`config.mk`:
```
export PLATFORM = sky130hd
export DESIGN_NAME = tga_rle_pixel_decoder_core
export DESIGN_NICKNAME = d
export VERILOG_FILES = /design/src/rtl/core/tga_pkg.sv /design/src/rtl/core/tga_front.sv /design/src/rtl/core/tga_queue.sv /design/src/rtl/core/tga_back.sv /design/src/rtl/core/tga_rle_pixel_decoder_core.sv
export VERILOG_INCLUDE_DIRS = /design/src /design/src/rtl/core
export SDC_FILE = /design/constraint.sdc
export NUM_CORES = 1
export LEC_CHECK = 0
export BUFFER_PORTS_ARGS = -buffer_cell sky130_fd_sc_hd__buf_2
export CAP_MARGIN = 20
export CORE_UTILIZATION = 50
export DETAILED_ROUTE_END_ITERATION = 8
export PLACE_DENSITY = 0.69
export SYNTH_ARGS = -nofsm -noshare
export SYNTH_HDL_FRONTEND = slang
export SYNTH_SLANG_ARGS = --single-unit
```
`constraint.sdc`:
```
create_clock -name clk -period 10.2 [get_ports clk]
set_clock_uncertainty 0.2 [all_clocks]
set_input_delay 2.04 -clock clk [delete_from_list [all_inputs] [get_ports clk]]
set_output_delay 2.04 -clock clk [all_outputs]
set_load 0.02 [all_outputs]
```
`src/rtl/core/assert_macros.svh`:
```
// Assertion macros shared by the decoder RTL.
// No dependencies; included by the modules that check their own logic.
`ifndef ASSERT_MACROS_SVH
`define ASSERT_MACROS_SVH

// Same-cycle implication, sampled on clk, off while in reset.
`define ASSERT_IMP(lbl, cond, prop, msg) \
    lbl: assert property (@(posedge clk) disable iff (!rst_n) (cond) |-> (prop)) \
        else $error(msg);

// Next-cycle implication, sampled on clk, off while in reset.
`define ASSERT_NXT(lbl, cond, prop, msg) \
    lbl: assert property (@(posedge clk) disable iff (!rst_n) (cond) |=> (prop)) \
        else $error(msg);

`endif

```
`src/rtl/core/tga_pkg.sv`:
```
// Shared types and constants for the TGA run-length pixel decoder.
// No dependencies; imported by every decoder module.
package tga_pkg;

    localparam int PIXEL_INDEX_BITS_DEF = 24;
    localparam int OUT_INDEX_W          = 24;
    localparam int BPP_W                = 3;
    localparam int TOTAL_W              = 24;
    localparam int QUEUE_DEPTH          = 2;
    localparam int APB_ADDR_W           = 3;
    localparam int APB_DATA_W           = 32;

    localparam logic [7:0]       RAW_LIMIT  = 8'd128;
    localparam logic [7:0]       RUN_BIAS   = 8'd127;
    localparam logic [BPP_W-1:0] RGBA_BYTES = 3'd4;
    localparam logic [BPP_W-1:0] RGB_BYTES  = 3'd3;

    localparam logic [BPP_W-1:0]   BPP_RESET   = 3'd3;
    localparam logic [TOTAL_W-1:0] TOTAL_RESET = 24'd1;

    // register index, taken from paddr[2]
    localparam logic REG_BPP   = 1'b0;
    localparam logic REG_TOTAL = 1'b1;

    typedef struct packed {
        logic [7:0]             red;
        logic [7:0]             green;
        logic [7:0]             blue;
        logic [7:0]             alpha;
        logic [7:0]             repeat_count;
        logic [OUT_INDEX_W-1:0] first_index;
        logic                   status;
        logic                   last;
    } result_t;

endpackage

```
`src/rtl/core/tga_front.sv`:
```
// Front end: packet parser and pixel assembler, one byte per cycle while accept is high.
// Depends on tga_pkg and assert_macros.svh.
`include "assert_macros.svh"

module tga_front #(
    parameter int PIXEL_INDEX_BITS = tga_pkg::PIXEL_INDEX_BITS_DEF
) (
    input  logic                          clk,
    input  logic                          rst_n,
    input  logic                          accept,
    input  logic [7:0]                    data_byte,
    input  logic                          frame_start,
    input  logic                          bpp_rgba,
    input  logic [tga_pkg::TOTAL_W-1:0]   pixel_total,
    output logic                          push,
    output tga_pkg::result_t              result
);
    import tga_pkg::*;

    localparam int PIB = PIXEL_INDEX_BITS;
    localparam int CW  = ((PIB > TOTAL_W) ? PIB : TOTAL_W) + 1;
    localparam logic [CW-1:0] IDX_MAX = CW'((64'd1 << PIB) - 64'd1);

    logic           expect_header_reg, expect_header_next;
    logic           is_run_reg, is_run_next;
    logic [7:0]     pixels_left_reg, pixels_left_next;
    logic [1:0]     byte_pos_reg, byte_pos_next;
    logic [23:0]    gather_reg, gather_next;
    logic [PIB-1:0] pixels_done_reg, pixels_done_next;
    logic           finished_reg, finished_next;

    logic           eh, run, fin;
    logic [7:0]     left;
    logic [1:0]     pos;
    logic [23:0]    gath, gath_upd;
    logic [PIB-1:0] done;
    logic [CW-1:0]  total_eff, total_w;
    logic [7:0]     len, count;
    logic [BPP_W-1:0] bpp;

    always_comb
    begin
        total_w   = CW'(pixel_total);
        total_eff = (total_w > IDX_MAX) ? IDX_MAX : total_w;
        bpp       = bpp_rgba ? RGBA_BYTES : RGB_BYTES;

        // frame start clears everything before this byte is looked at
        eh   = frame_start ? 1'b1 : expect_header_reg;
        run  = frame_start ? 1'b0 : is_run_reg;
        left = frame_start ? 8'd0 : pixels_left_reg;
        pos  = frame_start ? 2'd0 : byte_pos_reg;
        gath = frame_start ? 24'd0 : gather_reg;
        done = frame_start ? '0 : pixels_done_reg;
        fin  = frame_start ? 1'b0 : finished_reg;

        expect_header_next = eh;
        is_run_next        = run;
        pixels_left_next   = left;
        byte_pos_next      = pos;
        gather_next        = gath;
        pixels_done_next   = done;
        finished_next      = fin;

        push     = 1'b0;
        result   = '0;
        len      = (data_byte >= RAW_LIMIT) ? (data_byte - RUN_BIAS) : (data_byte + 8'd1);
        count    = run ? left : 8'd1;
        gath_upd = gath;
        case (pos)
            2'd0:    gath_upd[7:0]   = data_byte;
            2'd1:    gath_upd[15:8]  = data_byte;
            2'd2:    gath_upd[23:16] = data_byte;
            default: gath_upd        = gath;
        endcase

        if (!fin)
        begin
            if (eh)
            begin
                if (CW'(done) + CW'(len) > total_eff)
                begin
                    // refused packet ends the image
                    finished_next       = 1'b1;
                    push                = 1'b1;
                    result.repeat_count = len;
                    result.first_index  = OUT_INDEX_W'(done);
                    result.status       = 1'b1;
                    result.last         = 1'b1;
                end
                else
                begin
                    is_run_next        = (data_byte >= RAW_LIMIT);
                    pixels_left_next   = len;
                    byte_pos_next      = 2'd0;
                    gather_next        = 24'd0;
                    expect_header_next = 1'b0;
                end
            end
            else if (({1'b0, pos} + 3'd1) < bpp)
            begin
                byte_pos_next = pos + 2'd1;
                gather_next   = gath_upd;
            end
            else
            begin
                byte_pos_next      = 2'd0;
                gather_next        = 24'd0;
                pixels_left_next   = run ? 8'd0 : (left - 8'd1);
                pixels_done_next   = done + PIB'(count);
                expect_header_next = (pixels_left_next == 8'd0);
                finished_next      = (CW'(pixels_done_next) >= total_eff);
                push                = 1'b1;
                result.blue         = gath_upd[7:0];
                result.green        = gath_upd[15:8];
                result.red          = gath_upd[23:16];
                result.alpha        = bpp_rgba ? data_byte : 8'd0;
                result.repeat_count = count;
                result.first_index  = OUT_INDEX_W'(done);
                result.status       = 1'b0;
                result.last         = finished_next;
            end
        end
    end

    always_ff @(posedge clk or negedge rst_n)
    begin
        if (!rst_n)
        begin
            expect_header_reg <= 1'b1;
            is_run_reg        <= 1'b0;
            pixels_left_reg   <= 8'd0;
            byte_pos_reg      <= 2'd0;
            gather_reg        <= 24'd0;
            pixels_done_reg   <= '0;
            finished_reg      <= 1'b0;
        end
        else if (accept)
        begin
            expect_header_reg <= expect_header_next;
            is_run_reg        <= is_run_next;
            pixels_left_reg   <= pixels_left_next;
            byte_pos_reg      <= byte_pos_next;
            gather_reg        <= gather_next;
            pixels_done_reg   <= pixels_done_next;
            finished_reg      <= finished_next;
        end
    end

    `ASSERT_IMP(a_err_is_last, push && result.status, result.last, "error word without last")
    `ASSERT_NXT(a_last_stops, accept && push && result.last, finished_reg,
                "image not finished after last word")

endmodule

```
`src/rtl/core/tga_queue.sv`:
```
// Short result queue between the front end and the output stage.
// Depends on tga_pkg and assert_macros.svh.
`include "assert_macros.svh"

module tga_queue #(
    parameter int DEPTH = tga_pkg::QUEUE_DEPTH
) (
    input  logic              clk,
    input  logic              rst_n,
    input  logic              push,
    input  tga_pkg::result_t  push_word,
    input  logic              pop,
    output logic              full,
    output logic              not_empty,
    output tga_pkg::result_t  head_word
);
    import tga_pkg::*;

    localparam int PW = (DEPTH > 1) ? $clog2(DEPTH) : 1;
    localparam int CNT_W = $clog2(DEPTH + 1);

    result_t          entry_reg [DEPTH];
    logic [PW-1:0]    wr_ptr_reg, wr_ptr_next;
    logic [PW-1:0]    rd_ptr_reg, rd_ptr_next;
    logic [CNT_W-1:0] count_reg, count_next;

    assign full      = (count_reg == CNT_W'(DEPTH));
    assign not_empty = (count_reg != '0);
    assign head_word = entry_reg[rd_ptr_reg];

    always_comb
    begin
        wr_ptr_next = wr_ptr_reg;
        rd_ptr_next = rd_ptr_reg;
        count_next  = count_reg;
        if (push)
            wr_ptr_next = (wr_ptr_reg == PW'(DEPTH - 1)) ? '0 : wr_ptr_reg + PW'(1);
        if (pop)
            rd_ptr_next = (rd_ptr_reg == PW'(DEPTH - 1)) ? '0 : rd_ptr_reg + PW'(1);
        if (push && !pop)
            count_next = count_reg + CNT_W'(1);
        else if (pop && !push)
            count_next = count_reg - CNT_W'(1);
    end

    always_ff @(posedge clk or negedge rst_n)
    begin
        if (!rst_n)
        begin
            wr_ptr_reg <= '0;
            rd_ptr_reg <= '0;
            count_reg  <= '0;
        end
        else
        begin
            wr_ptr_reg <= wr_ptr_next;
            rd_ptr_reg <= rd_ptr_next;
            count_reg  <= count_next;
        end
    end

    always_ff @(posedge clk)
    begin
        if (push)
            entry_reg[wr_ptr_reg] <= push_word;
    end

    `ASSERT_IMP(a_no_overflow, push && full, pop, "push into full queue")
    `ASSERT_IMP(a_no_underflow, pop, not_empty, "pop from empty queue")

endmodule

```
`src/rtl/core/tga_back.sv`:
```
// Output stage: registered result word with valid/stall handshake.
// Depends on tga_pkg and assert_macros.svh.
`include "assert_macros.svh"

module tga_back (
    input  logic              clk,
    input  logic              rst_n,
    input  logic              q_not_empty,
    input  tga_pkg::result_t  q_head,
    output logic              q_pop,
    input  logic              out_stall,
    output logic              out_valid,
    output tga_pkg::result_t  out_word
);
    import tga_pkg::*;

    logic    valid_reg, valid_next;
    result_t word_reg;

    // take the queue head whenever the output slot is free or drains now
    assign q_pop      = q_not_empty && (!valid_reg || !out_stall);
    assign valid_next = q_pop ? 1'b1 : (valid_reg && out_stall);
    assign out_valid  = valid_reg;
    assign out_word   = word_reg;

    always_ff @(posedge clk or negedge rst_n)
    begin
        if (!rst_n)
            valid_reg <= 1'b0;
        else
            valid_reg <= valid_next;
    end

    always_ff @(posedge clk)
    begin
        if (q_pop)
            word_reg <= q_head;
    end

    `ASSERT_NXT(a_drain, valid_reg && !out_stall && !q_not_empty, !valid_reg,
                "output valid without a queued word")

endmodule

```
`src/rtl/core/tga_rle_pixel_decoder_core.sv`:
```
// TGA run-length pixel decoder: top level with APB config registers.
// Depends on tga_pkg, tga_front, tga_queue, tga_back.
// Each accepted byte that completes a pixel (or a refused header) yields a
// result word that passes through the queue and then the output register.
// Throughput: 1 byte per cycle unless in_stall, bounded by the parser update.
// Reset: counters cleared, parser waits for a header, config = 3 bpp, 1 pixel.
module tga_rle_pixel_decoder_core #(
    parameter int PIXEL_INDEX_BITS = tga_pkg::PIXEL_INDEX_BITS_DEF
) (
    input  logic                             clk,
    input  logic                             rst_n,
    // APB config port
    input  logic                             psel,
    input  logic                             penable,
    input  logic                             pwrite,
    input  logic [tga_pkg::APB_ADDR_W-1:0]   paddr,
    input  logic [tga_pkg::APB_DATA_W-1:0]   pwdata,
    output logic [tga_pkg::APB_DATA_W-1:0]   prdata,
    output logic                             pready,
    // byte stream in
    input  logic                             in_valid,
    output logic                             in_stall,
    input  logic [7:0]                       data_byte,
    input  logic                             frame_start,
    // result words out
    output logic                             out_valid,
    input  logic                             out_stall,
    output logic [7:0]                       red,
    output logic [7:0]                       green,
    output logic [7:0]                       blue,
    output logic [7:0]                       alpha,
    output logic [7:0]                       repeat_count,
    output logic [tga_pkg::OUT_INDEX_W-1:0]  first_index,
    output logic                             status,
    output logic                             last
);
    import tga_pkg::*;

    logic [BPP_W-1:0]   bpp_reg;
    logic [TOTAL_W-1:0] total_reg;
    logic               cfg_wr;

    logic    accept;
    logic    push;
    result_t front_word;
    logic    q_full, q_not_empty, q_pop;
    result_t q_head;
    result_t out_word;

    // ---------------- config registers ----------------
    assign pready = 1'b1;
    assign cfg_wr = psel && penable && pwrite && pready;

    always_ff @(posedge clk or negedge rst_n)
    begin
        if (!rst_n)
        begin
            bpp_reg   <= BPP_RESET;
            total_reg <= TOTAL_RESET;
        end
        else if (cfg_wr)
        begin
            case (paddr[2])
                REG_BPP:   bpp_reg   <= pwdata[BPP_W-1:0];
                REG_TOTAL: total_reg <= pwdata[TOTAL_W-1:0];
                default:   ;
            endcase
        end
    end

    always_comb
    begin
        case (paddr[2])
            REG_BPP:   prdata = APB_DATA_W'(bpp_reg);
            REG_TOTAL: prdata = APB_DATA_W'(total_reg);
            default:   prdata = '0;
        endcase
    end

    // ---------------- input handshake ----------------
    // Stall only when the queue is full and no word leaves it this cycle.
    assign in_stall = q_full && !q_pop;
    assign accept   = in_valid && !in_stall;

    tga_front #(
        .PIXEL_INDEX_BITS(PIXEL_INDEX_BITS)
    ) u_front (
        .clk         (clk),
        .rst_n       (rst_n),
        .accept      (accept),
        .data_byte   (data_byte),
        .frame_start (frame_start),
        .bpp_rgba    (bpp_reg == RGBA_BYTES),
        .pixel_total (total_reg),
        .push        (push),
        .result      (front_word)
    );

    tga_queue #(
        .DEPTH(QUEUE_DEPTH)
    ) u_queue (
        .clk       (clk),
        .rst_n     (rst_n),
        .push      (accept && push),
        .push_word (front_word),
        .pop       (q_pop),
        .full      (q_full),
        .not_empty (q_not_empty),
        .head_word (q_head)
    );

    tga_back u_back (
        .clk         (clk),
        .rst_n       (rst_n),
        .q_not_empty (q_not_empty),
        .q_head      (q_head),
        .q_pop       (q_pop),
        .out_stall   (out_stall),
        .out_valid   (out_valid),
        .out_word    (out_word)
    );

    // ---------------- result word fields ----------------
    assign red          = out_word.red;
    assign green        = out_word.green;
    assign blue         = out_word.blue;
    assign alpha        = out_word.alpha;
    assign repeat_count = out_word.repeat_count;
    assign first_index  = out_word.first_index;
    assign status       = out_word.status;
    assign last         = out_word.last;

endmodule
```
==> key figures <==
Setup path
  • CP max stage delay: 0.43 ns
  • Crit path DAT: 8.05 ns
  • CP cell instances: buf_2 -> inv_1 -> nand2_1 -> inv_1 -> ha_1 -> a21oi_1 -> maj3_1 -> a22oi_1 -> a221oi_1 -> o21bai_1 -> and3_1 -> nand2_1 -> mux2_2 -> ha_1 -> a211oi_1 -> o21ai_0 -> a211oi_1 -> o21ai_0 -> o21ai_0 -> o41ai_4 -> buf_4 -> o211a_1 -> and2_2 -> buf_4
  • Crit path max fanout: 25
  • Crit path kind: in -> reg
  • Cell family with the largest share of critical-path delay: compound AO/OA/AOI/OAI gates
  • Startpoint types: input port
  • CP max stage cell: buf_2
  • Most common cell on crit path: o21ai_0
  • CP endpoint kind: register
  • FF-to-FF Start: u_front.pixels_done_reg[0]
  • CP bufs+invs: 5
  • Critical Path Source: frame_start
  • Critical Path RT: 10.29 ns

Place
  • Placed Area: 15,930 um2
  • DP Worst Slack: 1.736 ns
  • Dpl cells: 1,703
  • Final HPWL DP: 23,250 um
  • Final GP Congestion: 0.8976
  • PortBufs: 132

Clock tree
  • H-tree Lvls: 1
  • TritonCTS clock tree: built
  • Hold_buf cts: 0
  • Root buf cell: clkbuf_16
  • Num CTS Buffers: 30
  • Resized cells post-CTS: 0
  • Reg clk slew, reported paths: 0.06 ns
  • Clock sink total: 291
  • Longest Clk Path Bufs: 3
  • Worst skew pair latency: 0.56 ns
  • Post CTS Setup Buffer Count: 0

Logic synthesis
  • Synth Instances: 1,239
  • Mapped Area: 14,970 um2
  • Area leader, netlist: edfxtp_1
  • Sequential fraction of the synthesis area: 0.5530
  • Async SR Flop Fraction: 0.3196
  • Seq cells post-synth: 291
  • Most used DFF post-synth: edfxtp_1
  • EDFF count, synth: 198
  • Synth Area per Inst: 12.08 um2
  • Distinct cells, synth: 80
  • Synth area leaders: edfxtp_1 (40%), dfrtp_1 (15%), mux2_2 (7.6%), ha_1 (6.2%), nand2_1 (2.3%)
  • Syn. warnings: 0
  • Top-area cell type share of the netlist area: 0.3972

Timing
  • # setup viols final: 0
  • Min cycle time layout: 7.960 ns
  • Tcrit/Tclk final: 0.7804
  • Final hold vios: 0
  • Slew Limit Headroom: 0.2643
  • Fmax: 0.1256 GHz
  • Total negative slack: 0 ns
  • RSZ-0062 raised after global routing: no
  • Max-slew violations: 0
  • Worst-Margin Slew: 1.100 ns
  • Final worst slack: 2.240 ns
  • Final Hold Slack: 0.2817 ns

Power and ir drop
  • Overall Power: 3.824 mW
  • Clock group share of total power: 0.301
  • VDD IR max: 0.1424 mV
  • Net Sw Frac: 0.3142
  • Pint: 2.623 mW
  • Flop pwr share: 0.432
  • P_leak: 7.035 nW
  • Comb power frac: 0.268
  • P_sw: 1.202 mW
  • Cell Pwr Density: 225.0 nW/um2

Min path
  • Hold_sp: u_front.gather_reg[5]
  • Worst min path class: reg -> reg

Route
  • DR iter-0 viols: 789
  • DR WL/cell: 18.99 um
  • WL final: 33,450 um
  • First-pass DRT Iterations: 5
  • DRC: 0
  • Drt via density: 5.669
  • ANT nets after route: 0
  • Total number of vias: 9,983

Global route
  • First-pass GRT wire length: 53,490 um
  • GRT Util Overall: 0.2196
  • Number of global-route vias before repair: 9,540
  • GRT overflow: 0
  • Initial antenna violation count: 2
  • Largest net degree at the start of global routing: 68

Layout
  • NumNets Final: 1,478
  • Share of cells above drive strength 1: 0.2364
  • Final Instance Area: 17,000 um2
  • Fin util: 0.5844
  • P&R area growth vs syn: 13.58%
  • Final non-filler cell total: 1,761
  • Max reg flops: 132

Die
  • Die Span X: 175.0 um
  • Core Region: 29,090 um2
  • Ports: 152
  • # rows: 62
  • Initial Utilization: 0.5145
  • Die Span Y: 175.0 um
  • Die area: 30,630 um2

Job
  • Max Cap Viol: 0

Outcome
  • Outcome: complete, no violations
worst paths after layout:
| path | end | slack [ns] | depth (start not counted) |
|---|---|---|---|
| max in group asynchronous | u_queue.rd_ptr_reg | 7.32 | 2 |
| worst max register to register | u_queue.entry_reg[1][4] | 3.88 | 22 |
| worst max-delay path | u_queue.entry_reg[1][4] | 2.24 | 24 |
| worst min-delay path | u_front.gather_reg[5] | 0.28 | 1 |
| worst min register to register | u_front.gather_reg[5] | 0.28 | 1 |
| min in group asynchronous | total_reg[18] | 1.26 | 1 |
layout make-up:
| class | instances | area [um2] |
|---|---|---|
| flip-flops and latches | 291 | 8279 |
| diodes | 2 | 5.005 |
| multi-input cells | 825 | 6165 |
| clock buffers | 44 | 917.1 |
| inverters | 57 | 214.0 |
| clock inverters | 12 | 146.4 |
| fillers | 2420 | 12090 |
| repair buffers | 146 | 793.3 |
| well taps | 384 | 480.5 |
placed cells by master, fill, tap and decap left out, drive strengths merged, types with 21 or more instances in the layout:
cell,count
a21o,24
a21oi,37
and2,32
buf,146
clkbuf,44
dfrtp,89
edfxtp,198
ha,74
inv,60
mux2,101
nand2,91
nor2,89
nor2b,23
nor3,21
o21ai,51
xnor2,35
power groups by stage:
| stage | combinational, mW | sequential (mW) | clock, mW |
|---|---|---|---|
| after detailed placement | 1.03 | 1.67 | 0 |
| after CTS | 1.03 | 1.65 | 1.17 |
| after global routing | 1.12 | 1.67 | 1.22 |
| final | 1.02 | 1.65 | 1.15 |
| after floorplan | 0.606 | 1.78 | 0 |
| after global placement | 1.01 | 1.66 | 0 |
routing by layer:
metal	vias up	track usage	part of all wire
met5	-	0	0.00036
met4	2	0.05000	0.016
met3	40	0.03460	0.067
met2	352	0.3216	0.43
met1	4832	0.3409	0.49
li1	4757	-	-
synthesized netlist by cell type (9+ instances only):
master / count
a32o_1: 16
nor2_1: 88
nand3_1: 12
a21o_1: 22
buf_1: 10
ha_1: 74
dfrtp_1: 89
o21ai_0: 49
nor3b_1: 18
a21oi_1: 37
and2_1: 32
nand2b_1: 10
buf_4: 11
a22oi_1: 18
xor2_1: 18
mux2_2: 101
inv_1: 57
nor2b_1: 23
nand4_1: 17
xnor2_1: 34
nand2_1: 91
nor3_1: 20
clkbuf_1: 42
and3_1: 10
edfxtp_1: 198
a22o_1: 9
logic make-up after synthesis:
| logic type | share of synthesized area |
|---|---|
| AO/OA/AOI/OAI | 0.1075 |
| other | 0.0005017 |
| multiplexers | 0.08133 |
| flip-flops | 0.5530 |
| XOR/XNOR | 0.03452 |
| adder cells (fa/ha/maj) | 0.06520 |
| buffers and inverters | 0.03770 |
| AND/OR/NAND/NOR | 0.1202 |
worst register-to-register path, delay by kind of cell, from the launching register on:
| family | cells | cell delay (ns) |
|---|---|---|
| AOI/OAI and AO/OA | 11 | 2.51 |
| xor gates and xnor gates | 1 | 0.19 |
| adders and majority gates | 3 | 0.93 |
| buffers and inverters | 3 | 0.63 |
| DFF | 1 | 0.44 |
| and+or+nand+nor | 4 | 1.14 |
Note: power is estimated with default switching activity, not from simulation.
